**src/design/flc_pkg.sv**
```systemverilog
// ----------------------------------------------------------------------------
// flc_pkg
// Shared types and constants of the fixed-point linear convolution unit.
// ----------------------------------------------------------------------------
package flc_pkg;

  localparam int MAX_LEN  = 32;
  localparam int LEN_W    = 6;
  localparam int ADDR_W   = $clog2(MAX_LEN);
  localparam int DATA_W   = 32;
  localparam int PROD_W   = 2 * DATA_W;
  localparam int FRAC_W   = 5;
  localparam int CFG_W    = 6;
  localparam int REG_IDX_W = 2;

  typedef enum logic [1:0] {
    ACT_LOAD_SIG = 2'd0,
    ACT_LOAD_KER = 2'd1,
    ACT_COMPUTE  = 2'd2,
    ACT_NONE     = 2'd3
  } flc_action_e;

  typedef enum logic [REG_IDX_W-1:0] {
    REG_FRAC_BITS     = 2'd0,
    REG_SIGNAL_LENGTH = 2'd1,
    REG_KERNEL_LENGTH = 2'd2,
    REG_OUTPUT_LENGTH = 2'd3
  } flc_reg_e;

  typedef enum logic [1:0] {
    ST_IDLE,
    ST_RUN,
    ST_DRAIN
  } flc_state_e;

  typedef struct packed {
    flc_action_e              action;
    logic [ADDR_W-1:0]        index;
    logic signed [DATA_W-1:0] value;
  } flc_in_t;

  typedef struct packed {
    logic [LEN_W-1:0]         out_index;
    logic signed [DATA_W-1:0] out_value;
    logic                     last;
  } flc_out_t;

  typedef struct packed {
    logic [FRAC_W-1:0] frac_bits;
    logic [LEN_W-1:0]  signal_length;
    logic [LEN_W-1:0]  kernel_length;
    logic [LEN_W-1:0]  output_length;
  } flc_cfg_t;

  typedef struct packed {
    logic              wr_sig;
    logic              wr_ker;
    logic              issue;
    logic              first;
    logic              fin;
    logic              zero;
    logic              lastout;
    logic [LEN_W-1:0]  n;
    logic [ADDR_W-1:0] k_addr;
    logic [ADDR_W-1:0] j_addr;
  } flc_cmd_t;

  typedef struct packed {
    logic pipe_busy;
  } flc_status_t;

  typedef struct packed {
    logic             valid;
    logic             first;
    logic             fin;
    logic             zero;
    logic             lastout;
    logic [LEN_W-1:0] n;
  } flc_tag_t;

endpackage

```
**src/design/flc_cfg.sv**
```systemverilog
// ----------------------------------------------------------------------------
// flc_cfg
// Configuration register file: fractional bits and the three lengths.
// ----------------------------------------------------------------------------
module flc_cfg (
  input  logic                         clk_i,
  input  logic                         rst_ni,
  input  logic                         cfg_we_i,
  input  flc_pkg::flc_reg_e            cfg_idx_i,
  input  logic [flc_pkg::CFG_W-1:0]    cfg_wdata_i,
  output flc_pkg::flc_cfg_t            cfg_o
);
  import flc_pkg::*;

  flc_cfg_t cfg_q, cfg_d;

  always_comb begin
    cfg_d = cfg_q;
    if (cfg_we_i) begin
      case (cfg_idx_i)
        REG_FRAC_BITS:     cfg_d.frac_bits     = cfg_wdata_i[FRAC_W-1:0];
        REG_SIGNAL_LENGTH: cfg_d.signal_length = cfg_wdata_i[LEN_W-1:0];
        REG_KERNEL_LENGTH: cfg_d.kernel_length = cfg_wdata_i[LEN_W-1:0];
        REG_OUTPUT_LENGTH: cfg_d.output_length = cfg_wdata_i[LEN_W-1:0];
        default:           cfg_d = cfg_q;
      endcase
    end
  end

  always_ff @(posedge clk_i or negedge rst_ni) begin
    if (!rst_ni) begin
      cfg_q.frac_bits     <= FRAC_W'(15);
      cfg_q.signal_length <= '0;
      cfg_q.kernel_length <= '0;
      cfg_q.output_length <= '0;
    end else begin
      cfg_q <= cfg_d;
    end
  end

  assign cfg_o = cfg_q;

endmodule

```
**config.mk**
```make
export PLATFORM = sky130hd
export DESIGN_NAME = flc_cfg
export DESIGN_NICKNAME = d
export VERILOG_FILES = /design/src/design/flc_pkg.sv /design/src/design/flc_cfg.sv
export SDC_FILE = /design/constraint.sdc
export NUM_CORES = 1
export LEC_CHECK = 0
export ABC_AREA = 1
export BUFFER_PORTS_ARGS = -buffer_cell sky130_fd_sc_hd__buf_2
export CORE_UTILIZATION = 36
export CTS_BUF_LIST = sky130_fd_sc_hd__clkbuf_4
export DETAILED_ROUTE_END_ITERATION = 7
export PLACE_DENSITY = 0.65
export SKIP_CTS_REPAIR_TIMING = 1
export SYNTH_ARGS = -nofsm -noshare
export SYNTH_HDL_FRONTEND = slang
export SYNTH_SLANG_ARGS = --single-unit
```
**constraint.sdc**
```tcl
create_clock -name clk_i -period 0.8 [get_ports clk_i]
set_input_delay 0.04 -clock clk_i [delete_from_list [all_inputs] [get_ports clk_i]]
set_output_delay 0.04 -clock clk_i [all_outputs]
set_load 0.02 [all_outputs]
```
-- Yosys cells after proc, flatten, opt, wreduce, memory -nomap -nowiden
Cells that the tools add are included.
Widths: inputs -> output; s select.
- register bits after elaboration: 23
- logic and storage cells: 12
- output and inout port bits: 23
- reductions and logical operators: 5
- eq/ne operators: 3
- operator list (kind ; number):
    $reduce_and 2->1 ; 4
    $eq 2x2->1 const B ; 2
    $eq 2x1->1 const B ; 1
    $logic_not 2->1 ; 1

-- Longest topological paths before layout
- depth in word-level cells: 2
- mapped depth: 5

-- Worst setup path after synthesis
Ideal clock, no wire load.
- path kind: register -> register
- from: register, netlist name cfg_o[18]
- to: register cfg_q (netlist bit cfg_o[18])
- buffers on the path: 0
- slack: 0.066 ns
- library setup time: 0.060 ns
- data arrival time: 0.674 ns
- cell stages (with the launch flop): 3
- period minus slack after synthesis: 0.734 ns
- cell sequence: dfstp_2 nand2_1 nand2_1
- RTL lines (element ; RTL line ; RTL):
    end signal: assignment ; flc_cfg.sv:37 ; cfg_q <= cfg_d;
    end: declaration ; flc_cfg.sv:15 ; flc_cfg_t cfg_q, cfg_d;

-- Worst setup path after layout
- from: register cfg_q (netlist bit cfg_o[19])
- to: output cfg_o[19] in the netlist's numbering
- RTL lines (element ; RTL line ; RTL):
    end: declaration ; flc_cfg.sv:11 ; output flc_pkg::flc_cfg_t cfg_o
No word-level cell between the ends.

==> results.md <==
* Syn Inst Count at 106
* CP peak stage delay at 0.57 ns
* Worst-case clock skew at 0 ns
* Sequential Power Share at 48.2%
* Antenna Violating Nets Remaining at 0
* Setup WS pre-CTS at -0.0385 ns
* Setup CP Type: reg -> out
* Fill count at 246
* Worst path slowest cell: dfstp_2
* Critical Path RT at 0.76 ns
* Post-Route WL at 2.31 mm
* Hold Startpoint: cfg_wdata_i[5]
* Vias in the first global route at 788
* DIE WIDTH at 55.6 um
* Die Ht at 55.6 um
* Seq/Total Area, Yosys at 56.1%
* Hold WS at 0.0114 ns
* Outcome: complete, but fails checks
* Area Growth Syn to Fin at 43.3%
* CP Capture Type: output pin
* Fin crit share at 128%
* Overall Power at 3.12 mW
* Peak supply drop at 1560 uV
* CTS tree: built
* Port buffer count at 33
* Core footprint at 2730 um^2
* Largest net degree at the start of global routing at 24
* Total GRT Usage at 14.9%
* RSZ-0062 raised after global routing: yes
* Final Hold Fails at 0
* Post-Syn Area per Cell at 9.76 um^2
* Vias at 885
* Worst-path clk slew at 0.12 ns
* Worst-skew pair later-pin latency at 0.31 ns
* CP Cell Sequence: buf_6
* Layout cell share with drive strength beyond 1 at 39.6%
* TritonRoute pass-1 iters at 4
* Fin crit period at 1.03 ns
* Failing checks: negative setup slack
* Sw Share at 32.4%
* Clock root cell: clkbuf_4
* CP delay by family, top: flip-flops
* Total of max-cap violations at 0
* Die Footprint at 3090 um^2
* P_int at 2.11 mW
* Diode count at 0
* Ys Warns at 0
* Final #Nets at 166
* GRT overflow at 0
* Avg WL per Cell at 12.5 um
* Synth Cell Area at 1030 um^2
* Slew @ Worst Pin at 0.512 ns
* Vias/cell at 4.78
* Iteration-0 DRC Markers at 16
* Reg-to-reg startpoint: cfg_o[7]
* Startpoint types: flop
* Clock power frac at 16.7%
* Max transition margin at 65.8%
* Max FFs per register at 23
* Final setup vio count at 23
* Initial Utilization at 37.8%
* Leak Pwr at 0.782 nW
* Crit path from: cfg_o[19]
* Max Freq at 973 MHz
* P per Cell Area at 2110 nW/um^2
* # IOs at 34
* WP data arrival at 0.99 ns
* Gate power share at 35.1%
* Reg area at 581 um^2
* Mapped Nets at 117
* Global placer's final weighted congestion at 0.758
* Synth Register Bits at 23
* Setup slack after layout at -0.227 ns
* Initial antenna violation count at 0
* Crit path max fanout at 2
* Rows at 19
* Post-synth cell types at 11
* Hold crit path type: in -> reg
* Setup TNS at -2.68 ns
* Clock sink count at 23
* Multi-input gate area at 367 um^2
* Net Switching at 1.01 mW
* First-pass GRT wire length at 3.62 mm
* Drt drc at 0
* Max clock buf depth at 2
* Detailed placer's ending HPWL at 1.62 mm
* Fin. max-slew vios at 0
* CTS Buf Count at 3
* Htree depth at 1
* Buf/Inv on CP at 1
==> routing by layer <==
metal | global-route usage, % | vias up | wire, um
li1 | - | 452 | -
met3 | 2.56 | 4 | 71
met4 | 7.50 | 0 | 34
met2 | 22.0 | 18 | 1150
met1 | 21.2 | 411 | 1060
met5 | 0 | - | 0
==> layout by cell type (no fill, tap or decap) <==
| cell | n |
|---|---|
| nand4_1 | 18 |
| dlygate4sd3_1 | 5 |
| nand2_1 | 46 |
| clkinv_2 | 1 |
| nor2_8 | 1 |
| buf_6 | 23 |
| nand3_1 | 5 |
| nand2_2 | 1 |
| inv_4 | 2 |
| dfrtp_1 | 19 |
| buf_2 | 10 |
| clkbuf_4 | 3 |
| nand3_2 | 3 |
| buf_4 | 13 |
| dfstp_2 | 4 |
==> worst min-delay path, delay by kind of cell <==
kind	cells	cell delay, ns
AND/OR/NAND/NOR	2	0.13
buffers and inverters	1	0.12
==> cell type report <==
type                       instances  share of cell area [%]
sequential                        23                    39.2
timing repair buffer              51                    30.8
multi-input combinational         74                    24.7
tap                               31                    2.62
clock buffer                       3                    1.52
inverter                           2                   0.844
clock inverter                     1                   0.338
==> stage by stage <==
stage,cell area (um^2),util [%],instances
final,1480,54.2,185
after global routing,1480,54.2,185
after CTS,1230,44.9,172
after detailed placement,1200,43.9,168
after global placement,1200,43.9,168
after floorplan,1030,-,106
==> final timing paths <==
check                           slack (ns)  depth (start not counted)         to
worst min-delay path                  0.01                          3   cfg_o[5]
max in group asynchronous             0.22                          2  cfg_o[18]
min in group asynchronous             0.22                          2  cfg_o[15]
worst min register to register        0.48                          2  cfg_o[20]
worst max-delay path                 -0.23                          1  cfg_o[19]
worst max register to register        0.04                          3   cfg_o[7]
==> synth_stat cells <==
master	instances	area share (%)
buf_4	1	0.73
buf_6	6	6.5
dfrtp_1	19	46
dfstp_2	4	10
inv_4	2	1.2
nand2_1	46	17
nand2_2	1	0.60
nand3_1	5	2.4
nand3_2	3	2.9
nand4_1	18	11
nor2_8	1	1.9
==> power by group through the flow <==
stage / combinational, mW / sequential (mW) / clock, mW
after floorplan: 0.257 / 1.72 / 0
after global placement: 0.763 / 1.48 / 0
after detailed placement: 0.774 / 1.49 / 0
after CTS: 0.774 / 1.47 / 0.557
after global routing: 1.18 / 1.53 / 0.603
final: 1.10 / 1.51 / 0.521
==> cell families (layout without fill, tap and decap cells) <==
family | Yosys count | after routing | share of synthesized area [%]
and+or+nand+nor | 74 | 74 | 35.4
DFF | 23 | 23 | 56.1
buffers and inverters | 9 | 57 | 8.46
Power figures use the tool's default switching activity.
