`config.mk`:
```
export PLATFORM = sky130hd
export DESIGN_NAME = flc_ctrl
export DESIGN_NICKNAME = d
export VERILOG_FILES = /design/src/design/flc_pkg.sv /design/src/design/flc_ctrl.sv
export SDC_FILE = /design/constraint.sdc
export NUM_CORES = 1
export LEC_CHECK = 0
export BUFFER_PORTS_ARGS = -buffer_cell sky130_fd_sc_hd__buf_2
export CAP_MARGIN = 20
export CELL_PAD_IN_SITES_DETAIL_PLACEMENT = 1
export CELL_PAD_IN_SITES_GLOBAL_PLACEMENT = 1
export CORE_AREA = 10 10 96 98
export CTS_CLUSTER_DIAMETER = 200
export DETAILED_ROUTE_END_ITERATION = 7
export DIE_AREA = 0 0 106 108
export GPL_TIMING_DRIVEN = 0
export HOLD_SLACK_MARGIN = 0.05
export PLACE_DENSITY = 0.86
export SLEW_MARGIN = 20
export SYNTH_ARGS = -nofsm -noshare
export SYNTH_HDL_FRONTEND = slang
export SYNTH_SLANG_ARGS = --single-unit
```
`constraint.sdc`:
```
create_clock -name clk_i -period 4 [get_ports clk_i]
set_input_delay 0.2 -clock clk_i [delete_from_list [all_inputs] [get_ports clk_i]]
set_output_delay 0.2 -clock clk_i [all_outputs]
set_load 0.02 [all_outputs]
```
`src/design/flc_pkg.sv`:
```
// ----------------------------------------------------------------------------
// flc_pkg
// Shared types and constants of the fixed-point linear convolution unit.
// ----------------------------------------------------------------------------
package flc_pkg;

  localparam int MAX_LEN  = 32;
  localparam int LEN_W    = 6;
  localparam int ADDR_W   = $clog2(MAX_LEN);
  localparam int DATA_W   = 32;
  localparam int PROD_W   = 2 * DATA_W;
  localparam int FRAC_W   = 5;
  localparam int CFG_W    = 6;
  localparam int REG_IDX_W = 2;

  typedef enum logic [1:0] {
    ACT_LOAD_SIG = 2'd0,
    ACT_LOAD_KER = 2'd1,
    ACT_COMPUTE  = 2'd2,
    ACT_NONE     = 2'd3
  } flc_action_e;

  typedef enum logic [REG_IDX_W-1:0] {
    REG_FRAC_BITS     = 2'd0,
    REG_SIGNAL_LENGTH = 2'd1,
    REG_KERNEL_LENGTH = 2'd2,
    REG_OUTPUT_LENGTH = 2'd3
  } flc_reg_e;

  typedef enum logic [1:0] {
    ST_IDLE,
    ST_RUN,
    ST_DRAIN
  } flc_state_e;

  typedef struct packed {
    flc_action_e              action;
    logic [ADDR_W-1:0]        index;
    logic signed [DATA_W-1:0] value;
  } flc_in_t;

  typedef struct packed {
    logic [LEN_W-1:0]         out_index;
    logic signed [DATA_W-1:0] out_value;
    logic                     last;
  } flc_out_t;

  typedef struct packed {
    logic [FRAC_W-1:0] frac_bits;
    logic [LEN_W-1:0]  signal_length;
    logic [LEN_W-1:0]  kernel_length;
    logic [LEN_W-1:0]  output_length;
  } flc_cfg_t;

  typedef struct packed {
    logic              wr_sig;
    logic              wr_ker;
    logic              issue;
    logic              first;
    logic              fin;
    logic              zero;
    logic              lastout;
    logic [LEN_W-1:0]  n;
    logic [ADDR_W-1:0] k_addr;
    logic [ADDR_W-1:0] j_addr;
  } flc_cmd_t;

  typedef struct packed {
    logic pipe_busy;
  } flc_status_t;

  typedef struct packed {
    logic             valid;
    logic             first;
    logic             fin;
    logic             zero;
    logic             lastout;
    logic [LEN_W-1:0] n;
  } flc_tag_t;

endpackage

```
`src/design/flc_ctrl.sv`:
```
// ----------------------------------------------------------------------------
// flc_ctrl
// Controller: decodes commands and walks output positions and terms.
// ----------------------------------------------------------------------------
module flc_ctrl (
  input  logic                  clk_i,
  input  logic                  rst_ni,
  input  logic                  start_i,
  input  flc_pkg::flc_action_e  action_i,
  input  flc_pkg::flc_cfg_t     cfg_i,
  input  flc_pkg::flc_status_t  status_i,
  output flc_pkg::flc_cmd_t     cmd_o,
  output logic                  busy_o
);
  import flc_pkg::*;

  flc_state_e       state_q, state_d;
  logic [LEN_W-1:0] n_q, n_d, k_q, k_d;
  logic [LEN_W-1:0] slen_c, klen_c, k_lo, k_hi, k_end, n_nxt, j_full;
  logic             empty, fin, accept;

  function automatic logic [LEN_W-1:0] term_lo(input logic [LEN_W-1:0] n,
                                               input logic [LEN_W-1:0] klen);
    logic [LEN_W:0] t;
    t = {1'b0, n} + (LEN_W+1)'(1);
    if (t > {1'b0, klen}) begin
      return LEN_W'(t - {1'b0, klen});
    end
    return '0;
  endfunction

  always_comb begin
    slen_c = (cfg_i.signal_length > LEN_W'(MAX_LEN)) ? LEN_W'(MAX_LEN) : cfg_i.signal_length;
    klen_c = (cfg_i.kernel_length > LEN_W'(MAX_LEN)) ? LEN_W'(MAX_LEN) : cfg_i.kernel_length;
    k_lo   = term_lo(n_q, klen_c);
    k_hi   = (n_q < slen_c) ? n_q : LEN_W'(slen_c - LEN_W'(1));
    empty  = (slen_c == '0) || (klen_c == '0) || (k_lo > k_hi);
    k_end  = empty ? k_lo : k_hi;
    fin    = (k_q == k_end);
    n_nxt  = LEN_W'(n_q + LEN_W'(1));
    j_full = LEN_W'(n_q - k_q);
    accept = start_i && (state_q == ST_IDLE);
  end

  // next state
  always_comb begin
    state_d = state_q;
    case (state_q)
      ST_IDLE: begin
        if (accept && action_i == ACT_COMPUTE && cfg_i.output_length != '0) begin
          state_d = ST_RUN;
        end
      end
      ST_RUN: begin
        if (fin && n_q == LEN_W'(cfg_i.output_length - LEN_W'(1))) begin
          state_d = ST_DRAIN;
        end
      end
      ST_DRAIN: begin
        if (!status_i.pipe_busy) begin
          state_d = ST_IDLE;
        end
      end
      default: state_d = ST_IDLE;
    endcase
  end

  // outputs
  always_comb begin
    cmd_o         = '0;
    cmd_o.n       = n_q;
    cmd_o.k_addr  = k_q[ADDR_W-1:0];
    cmd_o.j_addr  = j_full[ADDR_W-1:0];
    cmd_o.first   = (k_q == k_lo);
    cmd_o.fin     = fin;
    cmd_o.zero    = empty;
    cmd_o.lastout = (n_q == LEN_W'(cfg_i.output_length - LEN_W'(1)));
    busy_o        = 1'b1;
    n_d           = n_q;
    k_d           = k_q;
    case (state_q)
      ST_IDLE: begin
        busy_o       = 1'b0;
        cmd_o.wr_sig = accept && (action_i == ACT_LOAD_SIG);
        cmd_o.wr_ker = accept && (action_i == ACT_LOAD_KER);
        n_d          = '0;
        k_d          = term_lo('0, klen_c);
      end
      ST_RUN: begin
        cmd_o.issue = 1'b1;
        if (fin) begin
          n_d = n_nxt;
          k_d = term_lo(n_nxt, klen_c);
        end else begin
          k_d = LEN_W'(k_q + LEN_W'(1));
        end
      end
      ST_DRAIN: begin
        busy_o = 1'b1;
      end
      default: busy_o = 1'b1;
    endcase
  end

  always_ff @(posedge clk_i or negedge rst_ni) begin
    if (!rst_ni) begin
      state_q <= ST_IDLE;
      n_q     <= '0;
      k_q     <= '0;
    end else begin
      state_q <= state_d;
      n_q     <= n_d;
      k_q     <= k_d;
    end
  end

endmodule

```
### After elaboration in Yosys (flattened, before gate mapping)

Index checks and enable logic that the tools add are counted.

* add/sub/neg operators: 10
* shift operators: 0
* equality and inequality tests: 11
* multiplexer cells: 27
* bitwise operators: 0
* order comparisons: 7
* reduce and logical (&&, ||, !) cells: 16
* multipliers: 0
* div/mod/pow operators: 0

Operator list (count)
* two-way mux 6 bit: 12
* one-hot mux 6 bit (2 select lines): 2
* equality test 6 bit: 3
* adder 6 x 1 -> 7 bit (second input constant): 2
* greater-than comparator 7 x 6 -> 1 bit: 2
* adder 6 x 1 -> 6 bit (second input constant): 2
* greater-than comparator 6 bit (second input constant): 2
* logical NOT 6 bit: 2
* subtractor 6 x 1 -> 6 bit (second input constant): 2
* subtractor 6 bit: 2
* two-way mux 1 bit: 8
* two-way mux 2 bit: 4
* greater-than comparator 1 x 6 -> 1 bit (first input constant): 1
* greater-than comparator 6 bit: 1
* logical AND 1 bit: 6
* < comparator 6 bit: 1
* != test 2 bit (second input constant): 3
* one-hot mux 2 bit (3 select lines): 1
* nonzero test 6 bit: 1
* subtractor 1 x 6 -> 6 bit (first input constant): 1
* subtractor 5 bit: 1
* equality test 2 x 1 -> 1 bit (second input constant): 2
* equality test 2 bit (second input constant): 2
* logical NOT 2 bit: 2
* other kinds (5): 6

* output and inout bits: 24
* word-level logic and storage cells: 74
* latch bits: 0
* memory bits (read-only): 0
* memory bits (writable): 0
* memories kept: 0
* register bits after elaboration: 14
* input port bits: 29

### Longest topological paths before layout

Gate-level depths: netlist (run 1).

* depth after elaboration: 14
* gate-level depth with buffers: 21
* gate-level depth less buffers: 18

### Least setup slack after synthesis (run 1)

OpenSTA, ideal clock, no wires.

* path kind: flip-flop to flip-flop
* start point: register n_q[1]
* end point: register n_q[4]
* period minus slack after synthesis: 4.091 ns
* setup time: 0.120 ns
* path buffers: 2
* data required time: 3.880 ns
* stages on the path, launching flop included: 21
* path slack: -0.091 ns
* data arrival time: 3.971 ns
* cell sequence: dfrtp_1 ha_1 nand3_1 xnor2_1 ha_1 and3_1 o21ai_0 a21oi_1 nor2_1 nor2_1 ha_1 a211oi_1 nor2_1 nor3_1 o221ai_1 nand4b_1 o21ai_2 buf_6 buf_6 o21ai_0 a31o_1

* longest elaborated chain between the ends: 10
* elaborated cells between the ends (all ways): 17
* classes of those cells: add/sub (3); order compare (3); eq/ne (2); mux (7); reduce/logical (2)

Ends and longest elaborated chain
* start: declaration: RTL line flc_ctrl.sv:18 `logic [LEN_W-1:0] n_q, n_d, k_q, k_d;`
* start signal: assignment: RTL line flc_ctrl.sv:112 `n_q <= n_d;`
* adder 6 x 1 -> 7 bit: RTL line flc_ctrl.sv:25 `t = {1'b0, n} + (LEN_W+1)'(1);`
* subtractor 6 bit / greater-than comparator 7 x 6 -> 1 bit (equally long branches): RTL line flc_ctrl.sv:27, flc_ctrl.sv:26
* two-way mux 6 bit / two-way mux 1 bit (equally long branches): RTL line flc_ctrl.sv:26 `if (t > {1'b0, klen}) begin`
* two-way mux 6 bit: RTL line flc_ctrl.sv:29 `return '0;`
* greater-than comparator 6 bit (*): RTL line flc_ctrl.sv:37 `empty = (slen_c == '0) || (klen_c == '0) || (k_lo > k_hi);`
* logical OR 1 bit (*): RTL line flc_ctrl.sv:37
* via empty: RTL line flc_ctrl.sv:20 `logic empty, fin, accept;`
* two-way mux 6 bit (*): RTL line flc_ctrl.sv:38 `k_end = empty ? k_lo : k_hi;`
* equality test 6 bit (*): RTL line flc_ctrl.sv:39 `fin = (k_q == k_end);`
* via fin: RTL line flc_ctrl.sv:20
* != test 2 bit (no source line) (*)
* AND reduction 2 bit (no source line) (*)

The timed path passes the listed nets; every way through them passes the cells marked *. The select of a mux whose other input is x is not followed.
A chain may end at the register's enable or synchronous reset.

### Final worst setup path (run 1)

* start point: register n_q[0]
* end point: output cmd_o[18] in the netlist's numbering

* longest elaborated chain between the ends: 8
* elaborated cells between the ends (all ways): 12
* classes of those cells: add/sub (2); order compare (3); eq/ne (1); mux (5); reduce/logical (1)

Ends and longest elaborated chain
* adder 6 x 1 -> 7 bit: RTL line flc_ctrl.sv:25
* subtractor 6 bit / greater-than comparator 7 x 6 -> 1 bit (equally long branches): RTL line flc_ctrl.sv:27, flc_ctrl.sv:26
* two-way mux 6 bit / two-way mux 1 bit (equally long branches): RTL line flc_ctrl.sv:26
* two-way mux 6 bit: RTL line flc_ctrl.sv:29
* greater-than comparator 6 bit (*): RTL line flc_ctrl.sv:37
* logical OR 1 bit (*): RTL line flc_ctrl.sv:37
* via empty: RTL line flc_ctrl.sv:20
* two-way mux 6 bit (*): RTL line flc_ctrl.sv:38
* equality test 6 bit (*): RTL line flc_ctrl.sv:39
* end: declaration: RTL line flc_ctrl.sv:12 `output flc_pkg::flc_cmd_t cmd_o,`

Marks and branches as above.

==> results of run 1 <==
## timing repair
| action | in CTS | in global routing |
|---|---|---|
| pin swaps | 23 | 28 |
| hold buffers | 1 | 0 |
| endpoints found under the hold margin | 14 | 0 |
| setup endpoints to repair | 16 | 16 |
| setup buffers | 28 | 7 |
| gates resized for setup | 60 | 20 |
## cell type report
type / instances / area, sq um / share of cell area (%)
multi-input combinational: 291 / 2426 / 64.46
timing repair buffer: 83 / 521.8 / 13.86
sequential: 14 / 352.8 / 9.375
buffer: 21 / 175.2 / 4.654
tap: 102 / 127.6 / 3.391
inverter: 27 / 105.1 / 2.793
clock buffer: 4 / 55.05 / 1.463
## cell usage after synthesis (all sizes together), types with 4 or more instances
cell	number	area share [%]
a21o	4	1.1
o21ai	22	4.3
clkbuf	10	1.5
nand3	20	3.8
inv	27	3.8
nand2b	6	1.4
and3	5	1.4
xnor2	25	8.2
o211ai	5	1.4
nand2	36	5.1
nand3b	6	1.7
nand4	5	1.2
nor2b	5	1.2
a31o	7	2.3
ha	34	16
a21oi	15	2.8
dfrtp	14	13
or3	4	0.94
xor2	11	3.6
nor2	24	3.4
nor3	10	1.9
buf	13	3.9
## kinds of logic after synthesis
logic type                 after synthesis  synth area share [%]
adders and majority gates               37                 18.24
xor gates and xnor gates                36                 11.85
DFF                                     14                 13.16
buffers and inverters                   50                 9.168
muxes                                    3                 1.128
AOI/OAI and AO/OA                       80                 20.17
and+or+nand+nor                        135                 26.28
## cell usage in the layout (no fill, tap or decap), types with 13 or more instances in the layout
master / netlist / routed
o21ai_0: 21 / 13
xnor2_1: 25 / 20
nand3_1: 20 / 18
buf_4: 8 / 40
buf_2: 2 / 47
inv_1: 27 / 25
nand2_1: 36 / 36
nor2_1: 24 / 19
ha_1: 34 / 22
## layer usage
layer / vias to the layer above / wire length [microns] / part of all wire, % / track usage (%)
met1: 1607 / 4673 / 37 / 21.70
met3: 62 / 635 / 5.1 / 2.796
met4: 0 / 747 / 5.9 / 12.67
met2: 171 / 6505 / 52 / 38.87
li1: 1430 / - / - / -
met5: - / 0 / 0 / 0
## worst max path at each step
stage | startpoint | to | slack [ps] | cells past startpoint
detailed placement | n_q[1] | cmd_o[18] | -820 | 20
CTS | n_q[0] | n_q[4] | 30 | 21
floorplan | n_q[2] | n_q[4] | 30 | 20
global placement | n_q[1] | cmd_o[18] | -650 | 20
global route | n_q[0] | cmd_o[18] | -300 | 19
finish | n_q[0] | cmd_o[18] | -210 | 19
## power by group through the flow
stage	clock network [mW]	registers, mW	logic, mW
6_report	0.148	0.265	2.16
2_1_floorplan	0	0.237	1.20
5_1_grt	0.151	0.266	2.31
4_1_cts	0.143	0.255	1.95
3_3_place_gp	0	0.257	1.58
3_5_place_dp	0	0.258	1.65
## stage by stage
step,TNS (ps),utilization (%)
CTS,0,48.39
finish,-1888,50.54
global placement,-8118,40.78
floorplan,0,-
global route,-3373,50.54
detailed placement,-10940,40.78
## flip-flops by register name, summed over array words and instances, names as in the netlist
signal,cells
k_q,6
n_q,6
state_q,2
## worst max-delay path, cell delays in order, from the launching register on
cell	delay [ps]
dfrtp_2	480
ha_4	220
xor2_2	310
ha_4	280
and3_4	160
buf_4	140
o21ai_4	90
a21oi_4	100
nor2_4	210
nor2_4	70
ha_4	250
a211oi_2	200
nor2_1	70
nor3_2	240
o221ai_2	170
nand4b_1	250
o21ai_2	140
buf_6	150
buf_8	100
buf_6	110
==> impl_results.md, run 1 <==
* Initial antenna violation count at 0
* Vias in the first global route at 3656
* Worst slew pin tran at 764.4 ps
* Crit Path Max Fanout at 5
* 1st-iter DRT viols at 221
* Critical R2R Capture: n_q[2]
* Relative slew slack at 47.72%
* Hold depth at 3
* DRC violations left at 0
* Global-route wire length before repair at 19290 microns
* Overall die area at 11450 sq um
* GPL Wtd Cong at 0.8481
* Hold Crit Endpoint: state_q[1]
* Max rail drop VDD at 0.0002707 V
* Share of cells above drive strength 1 at 35.68%
* Final WL at 12560 microns
* Remaining global-route overflow at 0
* Maxcap violations at 0
* Non-Filler Instances at 542
* FF-to-FF path depth at 20
* Syn_nets at 421
* Fmax at 237.5 MHz
* Lkg Pwr at 1.729 nW
* Core area at 7447 sq um
* Largest net degree at the start of global routing at 15
* Fin area at 3764 sq um
* Initial Util at 35.74%
* Required time of the worst setup path at 3800 ps
* Dpl ws at -820.3 ps
* Int Pwr at 1.212 mW
* Final net count at 507
* Row cnt at 32
* Final hold vios at 0
* Gate power share at 84.0%
* DP HPWL at 7718 microns
* Post-synth ARST share at 100.0%
* Avg Vias per Cell at 6.033
* Diodes inserted at 0
* Distinct cell type count after synthesis at 57
* Number of port buffers at 47
* Clk pwr share at 5.8%
* R2r setup slk at -210 ps
* Total GRT Usage at 20.78%
* Root Buffer: clkbuf_8
* Hold path start: status_i
* Reg power frac at 10.3%
* CTS sink count at 14
* Placed cells at 504
* CP Class: reg -> out
* PwrDens at 684.1 nW/um^2
* Mapped Area at 2661 sq um
* Hold_ws at 238.6 ps
* DR WL/cell at 23.18 microns
* Fin crit period at 4211 ps
* Final Skew at 1.193 ps
* Critical path arrival at 4010 ps
* Total number of yosys warnings at 0
* CTS tree: built
* Deepest level of the CTS H-tree at 1
* Seq/Total Area, Yosys at 13.16%
* Fin. max-slew vios at 0
* Hold Path Class: in -> reg
* Via count at 3270
* Status: finished with violations
* CTS max path bufs at 2
* Die W at 106 microns
* Syn Inst Count at 355
* Avg Cell Area, Syn at 7.497 sq um
* Setup violations, final at 15
* Switching pwr at 1.363 mW
* Area post-placement at 3037 sq um
* Sw frac at 52.93%
* Worst skew pair latency at 260 ps
* Ports at 53
* Final ANT Viol Nets at 0
* FF-to-FF Start: n_q[0]
* RSZ-0062 raised after global routing: true
* Final Worst Setup Slack at -211.3 ps
* Crit share post-route at 105.3%
* Area Growth Syn to Fin at 41.42%
* DIE HEIGHT at 108 microns
* CTS Buf Count at 3
* Primary FF master, synth: dfrtp_1
* Critical path capture point type: output pin
* Power, Total at 2.575 mW
* EDFF count, synth at 0
* TritonRoute pass-1 iters at 5
* Synth Register Bits at 14
* Failing checks: setup timing
* Startpoint types: flop
* Fillcell total at 932
* Clock transition at path regs at 70 ps
Power figures use the tool's default switching activity.
==> run 2: changes to the inputs <==
--- a/config.mk
+++ b/config.mk
@@ -5,17 +5,18 @@
 export SDC_FILE = /design/constraint.sdc
 export NUM_CORES = 1
 export LEC_CHECK = 0
+export ABC_AREA = 1
 export BUFFER_PORTS_ARGS = -buffer_cell sky130_fd_sc_hd__buf_2
 export CAP_MARGIN = 20
 export CELL_PAD_IN_SITES_DETAIL_PLACEMENT = 1
 export CELL_PAD_IN_SITES_GLOBAL_PLACEMENT = 1
-export CORE_AREA = 10 10 96 98
+export CORE_AREA = 10 10 101 103
 export CTS_CLUSTER_DIAMETER = 200
 export DETAILED_ROUTE_END_ITERATION = 7
-export DIE_AREA = 0 0 106 108
+export DIE_AREA = 0 0 111 113
 export GPL_TIMING_DRIVEN = 0
 export HOLD_SLACK_MARGIN = 0.05
-export PLACE_DENSITY = 0.86
+export PLACE_DENSITY = 0.85
 export SLEW_MARGIN = 20
 export SYNTH_ARGS = -nofsm -noshare
 export SYNTH_HDL_FRONTEND = slang
==> run 2 against run 1 <==
The flow still finishes with violations (setup timing). Clock skew is 6.1 ps higher. Synthesized cell count is 27% higher. First-iteration DRC count is 28% higher. Combinational power is 47% higher. Clock power is 7% higher. Worst hold slack worse by 45 ps. Register-to-register slack worse by 460 ps. Final cell count is 20% higher. Synthesized area is 8.1% higher. Routed wire length is 26% higher. Maximum frequency is 9.8% lower. Critical path depth is 6 higher. Largest cell class unchanged.
==> impl_results.md, run 2 <==
* Non-Filler Instances at 648
* Row cnt at 33
* Relative slew slack at 65.47%
* Remaining global-route overflow at 0
* Fmax at 214.1 MHz
* Busiest grt layer: met2
* Diodes inserted at 0
* Post-synth ARST share at 100.0%
* CTS max path bufs at 2
* Setup violations, final at 16
* Crit Path Max Fanout at 10
* DR WL/cell at 24.50 microns
* Mapped Area at 2877 sq um
* EDFF count, synth at 0
* Clock transition at path regs at 80 ps
* GPL Wtd Cong at 0.9109
* Most common cell after layout, fill and taps aside: nand2_1
* Number of port buffers at 47
* Via count at 3908
* Root Buffer: clkbuf_8
* Synth Register Bits at 14
* Startpoint types: flop
* Dpl ws at -775.7 ps
* Distinct cell type count after synthesis at 38
* Syn Inst Count at 450
* Placed cells at 602
* DP HPWL at 8389 microns
* Die W at 111 microns
* Crit share post-route at 116.7%
* Deepest level of the CTS H-tree at 1
* Global-route wire length before repair at 21080 microns
* Largest net degree at the start of global routing at 15
* Status: finished with violations
* DIE HEIGHT at 113 microns
* RSZ-0062 raised after global routing: true
* Critical path capture point type: output pin
* Final hold vios at 0
* Primary FF master, synth: dfrtp_1
* Most frequent cell after synthesis: nand2_1
* Lkg Pwr at 2.187 nW
* Fin crit period at 4670 ps
* Final WL at 15880 microns
* Avg Vias per Cell at 6.031
* Final ANT Viol Nets at 0
* Area share of the largest cell type after synthesis at 14.79%
* DRC violations left at 0
* Vias in the first global route at 3978
* CP Class: reg -> out
* Core area at 8134 sq um
* Fin. max-slew vios at 0
* Final net count at 610
* Total number of yosys warnings at 0
* Hold_ws at 193.4 ps
* Final Skew at 7.323 ps
* Top cells by area, synth: ha_1, nand2_1, dfrtp_1
* Seq/Total Area, Yosys at 12.18%
* Worst slew pin tran at 517.9 ps
* Met3 usage at 2.958%
* Top post-synthesis cells by count: nand2_1, inv_1, nand3_1, nor2_1, ha_1
* Worst skew pair latency at 270 ps
* Max rail drop VDD at 0.0004400 V
* PwrDens at 849.4 nW/um^2
* Share of cells above drive strength 1 at 40.52%
* Met2 usage at 38.76%
* Maxcap violations at 0
* CTS tree: built
* Hold Path Class: in -> reg
* Final Worst Setup Slack at -669.9 ps
* Avg Cell Area, Syn at 6.392 sq um
* Largest area contributor in the netlist: ha_1
* Critical path arrival at 4470 ps
* Total GRT Usage at 20.42%
* Ports at 53
* Failing checks: setup timing
* TritonRoute pass-1 iters at 5
* Highest-count cells in the layout ignoring fill and taps: nand2_1, inv_1, buf_2
* Initial Util at 35.36%
* Regs by FF count: k_q: 6 flops, n_q: 6 flops, state_q: 2 flops
* Initial antenna violation count at 0
* Area Growth Syn to Fin at 47.19%
* Syn_nets at 516
* 1st-iter DRT viols at 283
* Overall die area at 12540 sq um
* CTS sink count at 14
* CTS Buf Count at 3
* Required time of the worst setup path at 3800 ps
* Routing usage on met1 at 20.84%
-- run 2: what timing repair did --
item / CTS / global route
pin swaps: 34 / 31
hold endpoints to repair: 14 / 0
buffers inserted: 29 / 12
gates resized for setup: 87 / 44
hold buffers: 1 / 0
endpoints found under the setup margin: 16 / 16
gates cloned: 2 / 0
-- run 2: metal layers --
| metal | part of all wire, % | routed length, microns | up-vias |
|---|---|---|---|
| li1 | - | - | 1645 |
| met1 | 36 | 5652 | 1871 |
| met2 | 49 | 7849 | 283 |
| met3 | 7.1 | 1126 | 109 |
| met4 | 7.9 | 1247 | 0 |
| met5 | 0 | 0 | - |
-- run 2: final cells by class --
type | instances | area [sq um]
fill | 1028 | 3900
multi-input combinational | 350 | 2685
timing repair buffer | 88 | 588.1
sequential | 14 | 355.3
inverter | 70 | 291.5
tap | 105 | 131.4
buffer | 17 | 127.6
clock buffer | 4 | 55.05
-- run 2: critical path: stages (launching register included) --
cell	delay (ps)
dfrtp_2	410
buf_4	200
ha_1	350
a21oi_1	210
nor2_1	100
a211oi_2	340
nand2_1	180
buf_2	240
nand2_1	160
nand2_1	120
ha_4	320
nand2_2	50
nor2_2	120
o21ai_1	70
nand4_1	100
nand2_1	90
nand2_2	140
buf_4	160
nand2_1	70
nand3_1	140
nand2_2	100
inv_2	80
nand3_4	100
nor2_8	130
buf_6	110
buf_6	100
-- run 2: path summary, 6_finish.rpt --
check,depth (start not counted),slack (ps),start,end
setup / recovery,25,-670,n_q[3],cmd_o[18]
hold / removal,3,190,status_i,state_q[1]
setup reg to reg,28,-670,n_q[3],k_q[1]
hold reg to reg,3,630,state_q[0],state_q[0]
max in group asynchronous,2,3330,rst_ni,n_q[1]
min in group asynchronous,2,370,rst_ni,k_q[4]
-- run 2: cell families (layout without fill, tap and decap cells) --
| kind of cell | after synthesis | in the layout | share of synthesized area [%] |
|---|---|---|---|
| simple gates | 234 | 235 | 38.71 |
| buf+inv | 87 | 179 | 13.05 |
| compound gates | 43 | 43 | 8.526 |
| fa+ha+maj | 37 | 37 | 16.88 |
| xor+xnor | 35 | 35 | 10.66 |
| flops | 14 | 14 | 12.18 |
-- run 2: power breakdown --
group          total (mW)  internal [mW]  switching [mW]
Sequential          0.271          0.186          0.0849
Clock               0.159         0.0879          0.0706
Combinational        3.17           1.21            1.96
-- run 2: per-stage QoR --
step / instance area (sq um) / util, % / TNS, ps / power (mW)
after floorplan: 2887 / - / 0 / 1.748
after global placement: 3253 / 39.99 / -7939 / 2.219
after detailed placement: 3253 / 39.99 / -10680 / 2.296
after CTS: 3978 / 48.90 / -2401 / 3.073
after global routing: 4234 / 52.05 / -11180 / 3.764
final: 4234 / 52.05 / -8936 / 3.596
